[src/hdl/md5d_pkg.sv]
// MD5 digest engine package: sequencer states, chaining word type,
// initial values, padding constants and the per-round constant tables.
// No dependencies; used by md5d_round and md5_digest_engine.
package md5d_pkg;

    // Sequencer states
    typedef enum logic [2:0] {
        ST_IDLE,   // taking message words
        ST_ROUND,  // one compression round per cycle
        ST_ADD,    // fold working words into the chaining words
        ST_PAD,    // writing padding and length words
        ST_OUT     // load the digest register
    } md5d_state_t;

    // Four 32-bit words of chaining or working state
    typedef struct packed {
        logic [31:0] a;
        logic [31:0] b;
        logic [31:0] c;
        logic [31:0] d;
    } md5d_words_t;

    localparam logic [31:0] IV_A = 32'h6745_2301;
    localparam logic [31:0] IV_B = 32'hEFCD_AB89;
    localparam logic [31:0] IV_C = 32'h98BA_DCFE;
    localparam logic [31:0] IV_D = 32'h1032_5476;

    localparam logic [31:0] PAD_WORD   = 32'h0000_0080;
    localparam logic [3:0]  LEN_LO_POS = 4'd14;
    localparam logic [3:0]  LEN_HI_POS = 4'd15;
    localparam logic [3:0]  LAST_POS   = 4'd15;
    localparam logic [5:0]  LAST_ROUND = 6'd63;

    // Sine-derived additive constant of each round
    function automatic logic [31:0] sine_const(input logic [5:0] r);
        logic [31:0] k;
        unique case (r)
            6'd0:  k = 32'hd76aa478;  6'd1:  k = 32'he8c7b756;
            6'd2:  k = 32'h242070db;  6'd3:  k = 32'hc1bdceee;
            6'd4:  k = 32'hf57c0faf;  6'd5:  k = 32'h4787c62a;
            6'd6:  k = 32'ha8304613;  6'd7:  k = 32'hfd469501;
            6'd8:  k = 32'h698098d8;  6'd9:  k = 32'h8b44f7af;
            6'd10: k = 32'hffff5bb1;  6'd11: k = 32'h895cd7be;
            6'd12: k = 32'h6b901122;  6'd13: k = 32'hfd987193;
            6'd14: k = 32'ha679438e;  6'd15: k = 32'h49b40821;
            6'd16: k = 32'hf61e2562;  6'd17: k = 32'hc040b340;
            6'd18: k = 32'h265e5a51;  6'd19: k = 32'he9b6c7aa;
            6'd20: k = 32'hd62f105d;  6'd21: k = 32'h02441453;
            6'd22: k = 32'hd8a1e681;  6'd23: k = 32'he7d3fbc8;
            6'd24: k = 32'h21e1cde6;  6'd25: k = 32'hc33707d6;
            6'd26: k = 32'hf4d50d87;  6'd27: k = 32'h455a14ed;
            6'd28: k = 32'ha9e3e905;  6'd29: k = 32'hfcefa3f8;
            6'd30: k = 32'h676f02d9;  6'd31: k = 32'h8d2a4c8a;
            6'd32: k = 32'hfffa3942;  6'd33: k = 32'h8771f681;
            6'd34: k = 32'h6d9d6122;  6'd35: k = 32'hfde5380c;
            6'd36: k = 32'ha4beea44;  6'd37: k = 32'h4bdecfa9;
            6'd38: k = 32'hf6bb4b60;  6'd39: k = 32'hbebfbc70;
            6'd40: k = 32'h289b7ec6;  6'd41: k = 32'heaa127fa;
            6'd42: k = 32'hd4ef3085;  6'd43: k = 32'h04881d05;
            6'd44: k = 32'hd9d4d039;  6'd45: k = 32'he6db99e5;
            6'd46: k = 32'h1fa27cf8;  6'd47: k = 32'hc4ac5665;
            6'd48: k = 32'hf4292244;  6'd49: k = 32'h432aff97;
            6'd50: k = 32'hab9423a7;  6'd51: k = 32'hfc93a039;
            6'd52: k = 32'h655b59c3;  6'd53: k = 32'h8f0ccc92;
            6'd54: k = 32'hffeff47d;  6'd55: k = 32'h85845dd1;
            6'd56: k = 32'h6fa87e4f;  6'd57: k = 32'hfe2ce6e0;
            6'd58: k = 32'ha3014314;  6'd59: k = 32'h4e0811a1;
            6'd60: k = 32'hf7537e82;  6'd61: k = 32'hbd3af235;
            6'd62: k = 32'h2ad7d2bb;  6'd63: k = 32'heb86d391;
            default: k = 32'h0;
        endcase
        return k;
    endfunction

    // Left-rotate amount: depends on the quarter and the round mod 4
    function automatic logic [4:0] shift_amt(input logic [5:0] r);
        logic [4:0] s;
        unique case ({r[5:4], r[1:0]})
            4'd0:  s = 5'd7;   4'd1:  s = 5'd12;  4'd2:  s = 5'd17;  4'd3:  s = 5'd22;
            4'd4:  s = 5'd5;   4'd5:  s = 5'd9;   4'd6:  s = 5'd14;  4'd7:  s = 5'd20;
            4'd8:  s = 5'd4;   4'd9:  s = 5'd11;  4'd10: s = 5'd16;  4'd11: s = 5'd23;
            4'd12: s = 5'd6;   4'd13: s = 5'd10;  4'd14: s = 5'd15;  4'd15: s = 5'd21;
            default: s = 5'd0;
        endcase
        return s;
    endfunction

    // Message word used by a round; products taken mod 16
    function automatic logic [3:0] msg_index(input logic [5:0] r);
        logic [3:0] g;
        logic [3:0] lo;
        lo = r[3:0];
        unique case (r[5:4])
            2'd0: g = lo;
            2'd1: g = 4'((lo << 2) + lo + 4'd1);
            2'd2: g = 4'((lo << 1) + lo + 4'd5);
            2'd3: g = 4'((lo << 3) - lo);
            default: g = lo;
        endcase
        return g;
    endfunction

    function automatic logic [31:0] rotl32(input logic [31:0] x, input logic [4:0] s);
        logic [63:0] dbl;
        dbl = {x, x} << s;
        return dbl[63:32];
    endfunction

endpackage

[src/hdl/md5d_round.sv]
// MD5 round unit: one compression round on the working words.
// Depends on md5d_pkg (word type, constant tables, rotate).
module md5d_round (
    input  logic [5:0]           round_idx,
    input  logic [31:0]          msg_word,
    input  md5d_pkg::md5d_words_t work_in,
    output md5d_pkg::md5d_words_t work_out
);

    logic [31:0] f_val;
    logic [31:0] sum;

    // Boolean function of the quarter
    always_comb begin
        unique case (round_idx[5:4])
            2'd0: f_val = (work_in.b & work_in.c) | (~work_in.b & work_in.d);
            2'd1: f_val = (work_in.d & work_in.b) | (~work_in.d & work_in.c);
            2'd2: f_val = work_in.b ^ work_in.c ^ work_in.d;
            2'd3: f_val = work_in.c ^ (work_in.b | ~work_in.d);
            default: f_val = '0;
        endcase
    end

    assign sum = work_in.a + f_val + md5d_pkg::sine_const(round_idx) + msg_word;

    // Word rotation with the new B
    always_comb begin
        work_out.a = work_in.d;
        work_out.d = work_in.c;
        work_out.c = work_in.b;
        work_out.b = work_in.b + md5d_pkg::rotl32(sum, md5d_pkg::shift_amt(round_idx));
    end

endmodule

[src/hdl/md5_digest_engine.sv]
// MD5 digest engine top level: word buffer, padding sequencer, chaining state
// and digest output register. Depends on md5d_pkg and md5d_round.
//
// Message words enter little-endian, first byte in bits 7:0, one transfer per
// cycle while s_tready is high. Every 16th word fills a block and starts the
// compression, which runs one round per cycle in a single shared round unit:
// 64 rounds, then a step that folds the result into the chaining words; all
// that time s_tready is low, so no new word is taken. The word marked by s_tlast
// carries 0..4 valid bytes (s_tdata[34:32], values above 4 count as 4); the
// engine then writes the 0x80 marker, zero words and the 64-bit bit length,
// one word per cycle between compressions, compressing one or two more
// blocks, and loads the 128-bit digest into an output register (word A in
// m_tdata[31:0]). The digest waits there for m_tready while the next message
// is already being taken in; a second digest is held back until the first
// has been transferred.
module md5_digest_engine (
    input  logic         aclk,
    input  logic         aresetn,
    input  logic         s_tvalid,
    output logic         s_tready,
    input  logic [39:0]  s_tdata,   // [31:0] data_word, [34:32] valid_bytes, [39:35] zero
    input  logic         s_tlast,   // last
    output logic         m_tvalid,
    input  logic         m_tready,
    output logic [127:0] m_tdata    // [31:0] digest_a, [63:32] digest_b,
                                    // [95:64] digest_c, [127:96] digest_d
);

    md5d_pkg::md5d_state_t state_reg, state_next;

    logic [31:0]          buf_reg [16];
    logic [3:0]           pos_reg;
    logic [63:0]          bits_reg;
    logic [5:0]           round_reg;
    md5d_pkg::md5d_words_t chain_reg;
    md5d_pkg::md5d_words_t work_reg;
    md5d_pkg::md5d_words_t work_round;
    logic                 pad_active_reg;  // message padding in progress
    logic                 pad_done_reg;    // 0x80 marker written
    logic                 len_ok_reg;      // length fits in this block
    logic                 final_reg;       // length written, digest follows
    logic                 m_tvalid_reg;
    logic [127:0]         m_tdata_reg;

    logic        s_xfer;
    logic        buf_we;
    logic [31:0] buf_wdata;
    logic [31:0] in_word;
    logic [31:0] pad_word;
    logic [2:0]  nbytes;
    logic [31:0] last_word;
    logic        start_comp;
    logic        out_load;

    assign in_word = s_tdata[31:0];
    assign s_xfer  = s_tvalid && s_tready;

    // Saturated byte count of the last word
    assign nbytes = (s_tdata[34:32] > 3'd4) ? 3'd4 : s_tdata[34:32];

    // Last word: keep valid bytes, marker right after them
    always_comb begin
        unique case (nbytes)
            3'd0: last_word = md5d_pkg::PAD_WORD;
            3'd1: last_word = {16'h0, md5d_pkg::PAD_WORD[7:0], in_word[7:0]};
            3'd2: last_word = {8'h0, md5d_pkg::PAD_WORD[7:0], in_word[15:0]};
            3'd3: last_word = {md5d_pkg::PAD_WORD[7:0], in_word[23:0]};
            default: last_word = in_word;
        endcase
    end

    // Padding word for the current slot
    always_comb begin
        priority if (!pad_done_reg) begin
            pad_word = md5d_pkg::PAD_WORD;
        end else if (len_ok_reg && pos_reg == md5d_pkg::LEN_LO_POS) begin
            pad_word = bits_reg[31:0];
        end else if (len_ok_reg && pos_reg == md5d_pkg::LEN_HI_POS) begin
            pad_word = bits_reg[63:32];
        end else begin
            pad_word = '0;
        end
    end

    // Buffer write source
    always_comb begin
        buf_we    = 1'b0;
        buf_wdata = pad_word;
        if (s_xfer) begin
            buf_we    = 1'b1;
            buf_wdata = s_tlast ? last_word : in_word;
        end else if (state_reg == md5d_pkg::ST_PAD) begin
            buf_we = 1'b1;
        end
    end

    assign start_comp = buf_we && (pos_reg == md5d_pkg::LAST_POS);
    assign out_load   = (state_reg == md5d_pkg::ST_OUT) && (!m_tvalid_reg || m_tready);

    md5d_round u_round (
        .round_idx (round_reg),
        .msg_word  (buf_reg[md5d_pkg::msg_index(round_reg)]),
        .work_in   (work_reg),
        .work_out  (work_round)
    );

    // Next state
    always_comb begin
        state_next = state_reg;
        unique case (state_reg)
            md5d_pkg::ST_IDLE: begin
                if (s_xfer) begin
                    if (start_comp) begin
                        state_next = md5d_pkg::ST_ROUND;
                    end else if (s_tlast) begin
                        state_next = md5d_pkg::ST_PAD;
                    end
                end
            end
            md5d_pkg::ST_ROUND: begin
                if (round_reg == md5d_pkg::LAST_ROUND) begin
                    state_next = md5d_pkg::ST_ADD;
                end
            end
            md5d_pkg::ST_ADD: begin
                priority if (final_reg) begin
                    state_next = md5d_pkg::ST_OUT;
                end else if (pad_active_reg) begin
                    state_next = md5d_pkg::ST_PAD;
                end else begin
                    state_next = md5d_pkg::ST_IDLE;
                end
            end
            md5d_pkg::ST_PAD: begin
                if (start_comp) begin
                    state_next = md5d_pkg::ST_ROUND;
                end
            end
            md5d_pkg::ST_OUT: begin
                if (out_load) begin
                    state_next = md5d_pkg::ST_IDLE;
                end
            end
            default: state_next = md5d_pkg::ST_IDLE;
        endcase
    end

    // Handshake outputs
    always_comb begin
        s_tready = (state_reg == md5d_pkg::ST_IDLE);
        m_tvalid = m_tvalid_reg;
        m_tdata  = m_tdata_reg;
    end

    // Block buffer
    always_ff @(posedge aclk) begin
        if (buf_we) begin
            buf_reg[pos_reg] <= buf_wdata;
        end
    end

    // Working words and digest data
    always_ff @(posedge aclk) begin
        if (start_comp) begin
            work_reg <= chain_reg;
        end else if (state_reg == md5d_pkg::ST_ROUND) begin
            work_reg <= work_round;
        end
        if (out_load) begin
            m_tdata_reg <= {chain_reg.d, chain_reg.c, chain_reg.b, chain_reg.a};
        end
    end

    // Control and chaining state
    always_ff @(posedge aclk) begin
        if (!aresetn) begin
            state_reg      <= md5d_pkg::ST_IDLE;
            pos_reg        <= '0;
            bits_reg       <= '0;
            round_reg      <= '0;
            chain_reg      <= '{md5d_pkg::IV_A, md5d_pkg::IV_B,
                                md5d_pkg::IV_C, md5d_pkg::IV_D};
            pad_active_reg <= 1'b0;
            pad_done_reg   <= 1'b0;
            len_ok_reg     <= 1'b0;
            final_reg      <= 1'b0;
            m_tvalid_reg   <= 1'b0;
        end else begin
            state_reg <= state_next;
            if (buf_we) begin
                pos_reg <= pos_reg + 4'd1;
            end

            // Input transfer bookkeeping
            if (s_xfer) begin
                if (s_tlast) begin
                    bits_reg       <= bits_reg + {58'd0, nbytes, 3'd0};
                    pad_active_reg <= 1'b1;
                    pad_done_reg   <= (nbytes != 3'd4);
                    len_ok_reg     <= (nbytes != 3'd4) && (pos_reg < md5d_pkg::LEN_LO_POS);
                    final_reg      <= 1'b0;
                end else begin
                    bits_reg <= bits_reg + 64'd32;
                end
            end

            // Padding sequence
            if (state_reg == md5d_pkg::ST_PAD) begin
                if (!pad_done_reg) begin
                    pad_done_reg <= 1'b1;
                    len_ok_reg   <= (pos_reg < md5d_pkg::LEN_LO_POS);
                end else if (len_ok_reg && pos_reg == md5d_pkg::LEN_HI_POS) begin
                    final_reg <= 1'b1;
                end
            end

            // Rounds and chaining update
            if (state_reg == md5d_pkg::ST_ROUND) begin
                round_reg <= round_reg + 6'd1;
            end
            if (state_reg == md5d_pkg::ST_ADD) begin
                chain_reg.a <= chain_reg.a + work_reg.a;
                chain_reg.b <= chain_reg.b + work_reg.b;
                chain_reg.c <= chain_reg.c + work_reg.c;
                chain_reg.d <= chain_reg.d + work_reg.d;
                if (pad_done_reg) begin
                    len_ok_reg <= 1'b1;
                end
            end

            // Digest hand-off and restart
            if (out_load) begin
                m_tvalid_reg   <= 1'b1;
                chain_reg      <= '{md5d_pkg::IV_A, md5d_pkg::IV_B,
                                    md5d_pkg::IV_C, md5d_pkg::IV_D};
                bits_reg       <= '0;
                pad_active_reg <= 1'b0;
                pad_done_reg   <= 1'b0;
                len_ok_reg     <= 1'b0;
                final_reg      <= 1'b0;
            end else if (m_tvalid_reg && m_tready) begin
                m_tvalid_reg <= 1'b0;
            end
        end
    end

    // Round counter only moves inside the compression
    a_round_in_comp: assert property (@(posedge aclk) disable iff (!aresetn)
        round_reg != 6'd0 |-> state_reg == md5d_pkg::ST_ROUND)
        else $error("round counter nonzero outside compression");

    // Final round is always followed by the chaining add
    a_round_to_add: assert property (@(posedge aclk) disable iff (!aresetn)
        (state_reg == md5d_pkg::ST_ROUND && round_reg == md5d_pkg::LAST_ROUND)
        |=> state_reg == md5d_pkg::ST_ADD)
        else $error("compression did not end in chaining add");

    // A new digest only appears from the output-load step
    a_digest_source: assert property (@(posedge aclk) disable iff (!aresetn)
        $rose(m_tvalid_reg) |-> $past(state_reg) == md5d_pkg::ST_OUT)
        else $error("digest raised outside output load");

    // Message restarts cleanly after a digest is loaded
    a_restart: assert property (@(posedge aclk) disable iff (!aresetn)
        out_load |=> (pos_reg == 4'd0 && bits_reg == 64'd0 && !pad_active_reg))
        else $error("engine state not restarted after digest");

    // Compression only begins at the end of a block
    a_block_full: assert property (@(posedge aclk) disable iff (!aresetn)
        $rose(state_reg == md5d_pkg::ST_ROUND) |-> pos_reg == 4'd0)
        else $error("compression started on a partial block");

endmodule

[config.mk]
export PLATFORM = sky130hd
export DESIGN_NAME = md5_digest_engine
export DESIGN_NICKNAME = d
export VERILOG_FILES = /design/src/hdl/md5d_pkg.sv /design/src/hdl/md5d_round.sv /design/src/hdl/md5_digest_engine.sv
export SDC_FILE = /design/constraint.sdc
export NUM_CORES = 2
export LEC_CHECK = 0
export ABC_AREA = 1
export ABC_CLOCK_PERIOD_IN_PS = 13100
export BUFFER_PORTS_ARGS = -buffer_cell sky130_fd_sc_hd__buf_2
export CORE_ASPECT_RATIO = 1.25
export CORE_MARGIN = 10
export CORE_UTILIZATION = 45
export CTS_BUF_LIST = sky130_fd_sc_hd__clkbuf_16
export DETAILED_ROUTE_END_ITERATION = 10
export PLACE_DENSITY_LB_ADDON = 0.3
export SLEW_MARGIN = 20
export SYNTH_ARGS = -nofsm -noshare
export SYNTH_HDL_FRONTEND = slang
export SYNTH_HIERARCHICAL = 1
export SYNTH_SLANG_ARGS = --single-unit
[constraint.sdc]
create_clock -name aclk -period 13.1 [get_ports aclk]
set_clock_uncertainty 0.05 [all_clocks]
set_input_delay 3.93 -clock aclk [delete_from_list [all_inputs] [get_ports aclk]]
set_output_delay 3.93 -clock aclk [all_outputs]
set_load 0.01 [all_outputs]
==> summary.txt <==
Synthesis
  – Share of async-settable or async-resettable flops after synthesis: 0%
  – Synthesized instance count: 7,468
  – Synthesized flop and latch total: 975
  – Post-synth EDFFs: 768
  – Netlist cell types: 68
  – Post-synthesis sequential area ratio: 44.96%
  – Syn nets: 7,804
  – Synth Cell Area: 60,510 sq um
  – Synth warnings: 6
  – Synth Flop Type: edfxtp_1
  – Average size of a mapped cell: 8.102 sq um

STA
  – RSZ-0062 raised after global routing: false
  – Worst slew margin: 21.46%
  – Tcrit/Tclk final: 79.22%
  – Slew Viols, Final: 0
  – Slew at the pin closest to its max-slew limit: 1.178 ns
  – Setup tns final: 0 ns
  – Fmax: 96.36 MHz
  – Final Hold Viols: 0
  – Setup violators final: 0
  – Final min period: 10.38 ns

Clock network
  – Total CTS buffers: 98
  – Clock buffer depth: 3
  – Worst-path clk slew: 0.06 ns
  – Clk sinks: 975
  – Root buf cell: clkbuf_16
  – H-Tree Depth: 3
  – Post-CTS sizing: 0
  – Clock Latency Late Sink: 0.74 ns
  – CTS tree: built
  – CTS Hold Bufs: 0
  – Setup bufs post-CTS: 0

Critical path
  – R2r setup slk: 2.72 ns
  – Worst r2r src: round_reg[2]
  – Worst path arrival time: 10.80 ns
  – Critical path's top delay family: simple AND/OR/NAND/NOR gates
  – Crit path largest cell delay: 0.64 ns
  – Largest fanout on the critical path: 42
  – Slowest CP cell: buf_4
  – Type of element capturing the critical path: flop
  – R2R cell count: 47
  – Worst path bufs/invs: 8
  – WP data required: 13.52 ns
  – Most used cell, CP: nand3_1
  – Critical path class: reg2reg
  – Type of origin of the critical path: flop
  – Reg-to-Reg End: work_reg[95]

Final layout
  – Max reg flops: 512
  – Commonest non-fill, non-tap cell in the layout: nand2_1
  – FF/Latch Area: 27,210 sq um
  – Commonest non-fill, non-tap cells in the layout: nand2_1 (1,584), inv_1 (826), edfxtp_1 (768)
  – Layout Nets: 7,802
  – Non-Filler Instances: 9,301
  – Ratio of cells with drive above 1 in the final layout: 7.627%
  – Layout overhead on the synthesized area: 8.847%
  – Fillers: 12.88k
  – Area of the multi-input gates: 28,430 sq um

Floorplanning
  – Core area: 133,600 sq um
  – FP Rows: 150
  – Initial Util: 45.28%
  – I/O pins: 175
  – Die width: 348.0 microns
  – Die Ht: 430.0 microns
  – Die area: 149,600 sq um

Place
  – IO buf count: 169
  – Placed cell count: 9,113
  – Hpwl dp: 160,600 microns
  – RePlAce Congestion: 0.9912

Hold path
  – Worst hold endpoint: m_tdata[93]
  – Hold Path Class: reg2reg
  – Hold depth: 0
  – Hold path startpoint: chain_reg[61]

GRT
  – GRT overflow: 0
  – Largest net degree at the start of global routing: 116
  – GRT Resource Usage Total: 28.14%
  – Initial antenna violation count: 1
  – Vias in the first global route: 50.75k
  – First-pass GRT wire length: 318,900 microns

Detailed routing
  – DR pass1 iterations: 9
  – Routed vias: 53.41k
  – Final wirelength: 218,300 microns
  – Vias per std cell: 5.743
  – Initial drt markers: 4,756
  – DRC violations left: 0
  – DR WL/cell: 23.47 microns
  – Detail Route Antenna Nets: 0

Status
  – Outcome: complete, no violations

Job
  – Maxcap violations: 0
layer usage:
metal  global-route usage, %  routed length (microns)
met1                   32.20                    81280
met2                   48.21                   105100
met3                   4.483                    15380
met4                   18.90                    16540
met5                       0                        0
cell families (layout without fill, tap and decap cells):
| group | Yosys count | count (layout) | synth area share [%] |
|---|---|---|---|
| and+or+nand+nor | 3436 | 3436 | 24.42 |
| AOI/OAI and AO/OA | 1455 | 1455 | 13.66 |
| buffers and inverters | 1199 | 1283 | 8.437 |
| DFF | 975 | 975 | 44.96 |
| adders and majority gates | 291 | 291 | 6.874 |
| xor gates and xnor gates | 105 | 105 | 1.520 |
| muxes | 7 | 7 | 0.1158 |
| other | 0 | 1 | 0 |
through the flow:
stage | hold WS (ns) | area, sq um | setup WS (ns) | utilization [%]
after global routing | 0.4244 | 65860 | 2.136 | 49.28
after CTS | 0.4212 | 65840 | 2.873 | 49.27
after floorplan | 0.3867 | 60510 | 2.384 | -
final | 0.4200 | 65860 | 2.722 | 49.28
after global placement | 0.4038 | 62580 | 2.882 | 46.83
after detailed placement | 0.4062 | 62580 | 2.876 | 46.83
synthesized netlist by cell type (7+ instances only):
master,instances,area (sq um)
o21ai_0,531,2658
buf_4,103,773.2
o221ai_1,7,61.31
dfxtp_1,207,4144
mux2i_1,7,70.07
o21ai_1,27,135.1
a32o_1,7,70.07
nand2_1,1587,5957
a211oi_1,10,75.07
or2_1,72,450.4
a221oi_1,16,140.1
o21a_1,16,120.1
inv_2,17,63.81
o21bai_1,31,232.7
nand3_1,715,3578
buf_1,26,97.59
xor2_1,73,639.4
nor2_2,9,56.30
nand4_1,54,337.8
o31ai_1,7,52.55
o22ai_1,28,175.2
buf_2,105,525.5
nor2_1,715,2684
nor4_1,16,100.1
clkbuf_1,125,469.2
or2_2,78,488.0
fa_1,69,1381
inv_1,807,3029
ha_1,222,2778
a21o_1,11,82.58
nor3_1,104,520.5
xnor2_1,32,280.3
a21oi_1,518,2592
nand3b_1,13,97.59
a31oi_1,16,100.1
o211ai_1,195,1464
edfxtp_1,768,23060
buf_6,11,123.9
or2_0,44,275.3
cell type report:
cell class              count  area share (%)
multi-input cells        5294           43.16
clock buffers              98           3.724
repair buffers            269           2.506
clock inverters            88           1.231
well taps                1748           3.321
diodes                      1        0.003800
flip-flops and latches    975           41.31
inverters                 828           4.740
worst max path at each step:
stage                   end  cells past startpoint         start
2_1_floorplan  bits_reg[54]                      8      m_tready
5_1_grt        work_reg[95]                     46  round_reg[2]
4_1_cts        work_reg[95]                     47  round_reg[2]
3_5_place_dp   work_reg[95]                     47  round_reg[2]
3_3_place_gp   work_reg[95]                     47  round_reg[2]
6_report       work_reg[95]                     47  round_reg[2]
worst register-to-register path: cells and delay by family, from the launching register on:
family / cells / cell delay, ns
flops: 1 / 0.31
buf+inv: 8 / 2.01
fa+ha+maj: 6 / 2.53
simple gates: 23 / 2.95
compound gates: 10 / 2.31
Power is not shown: default switching activity piles up to over one toggle a cycle in this logic, so the estimate is an artifact.
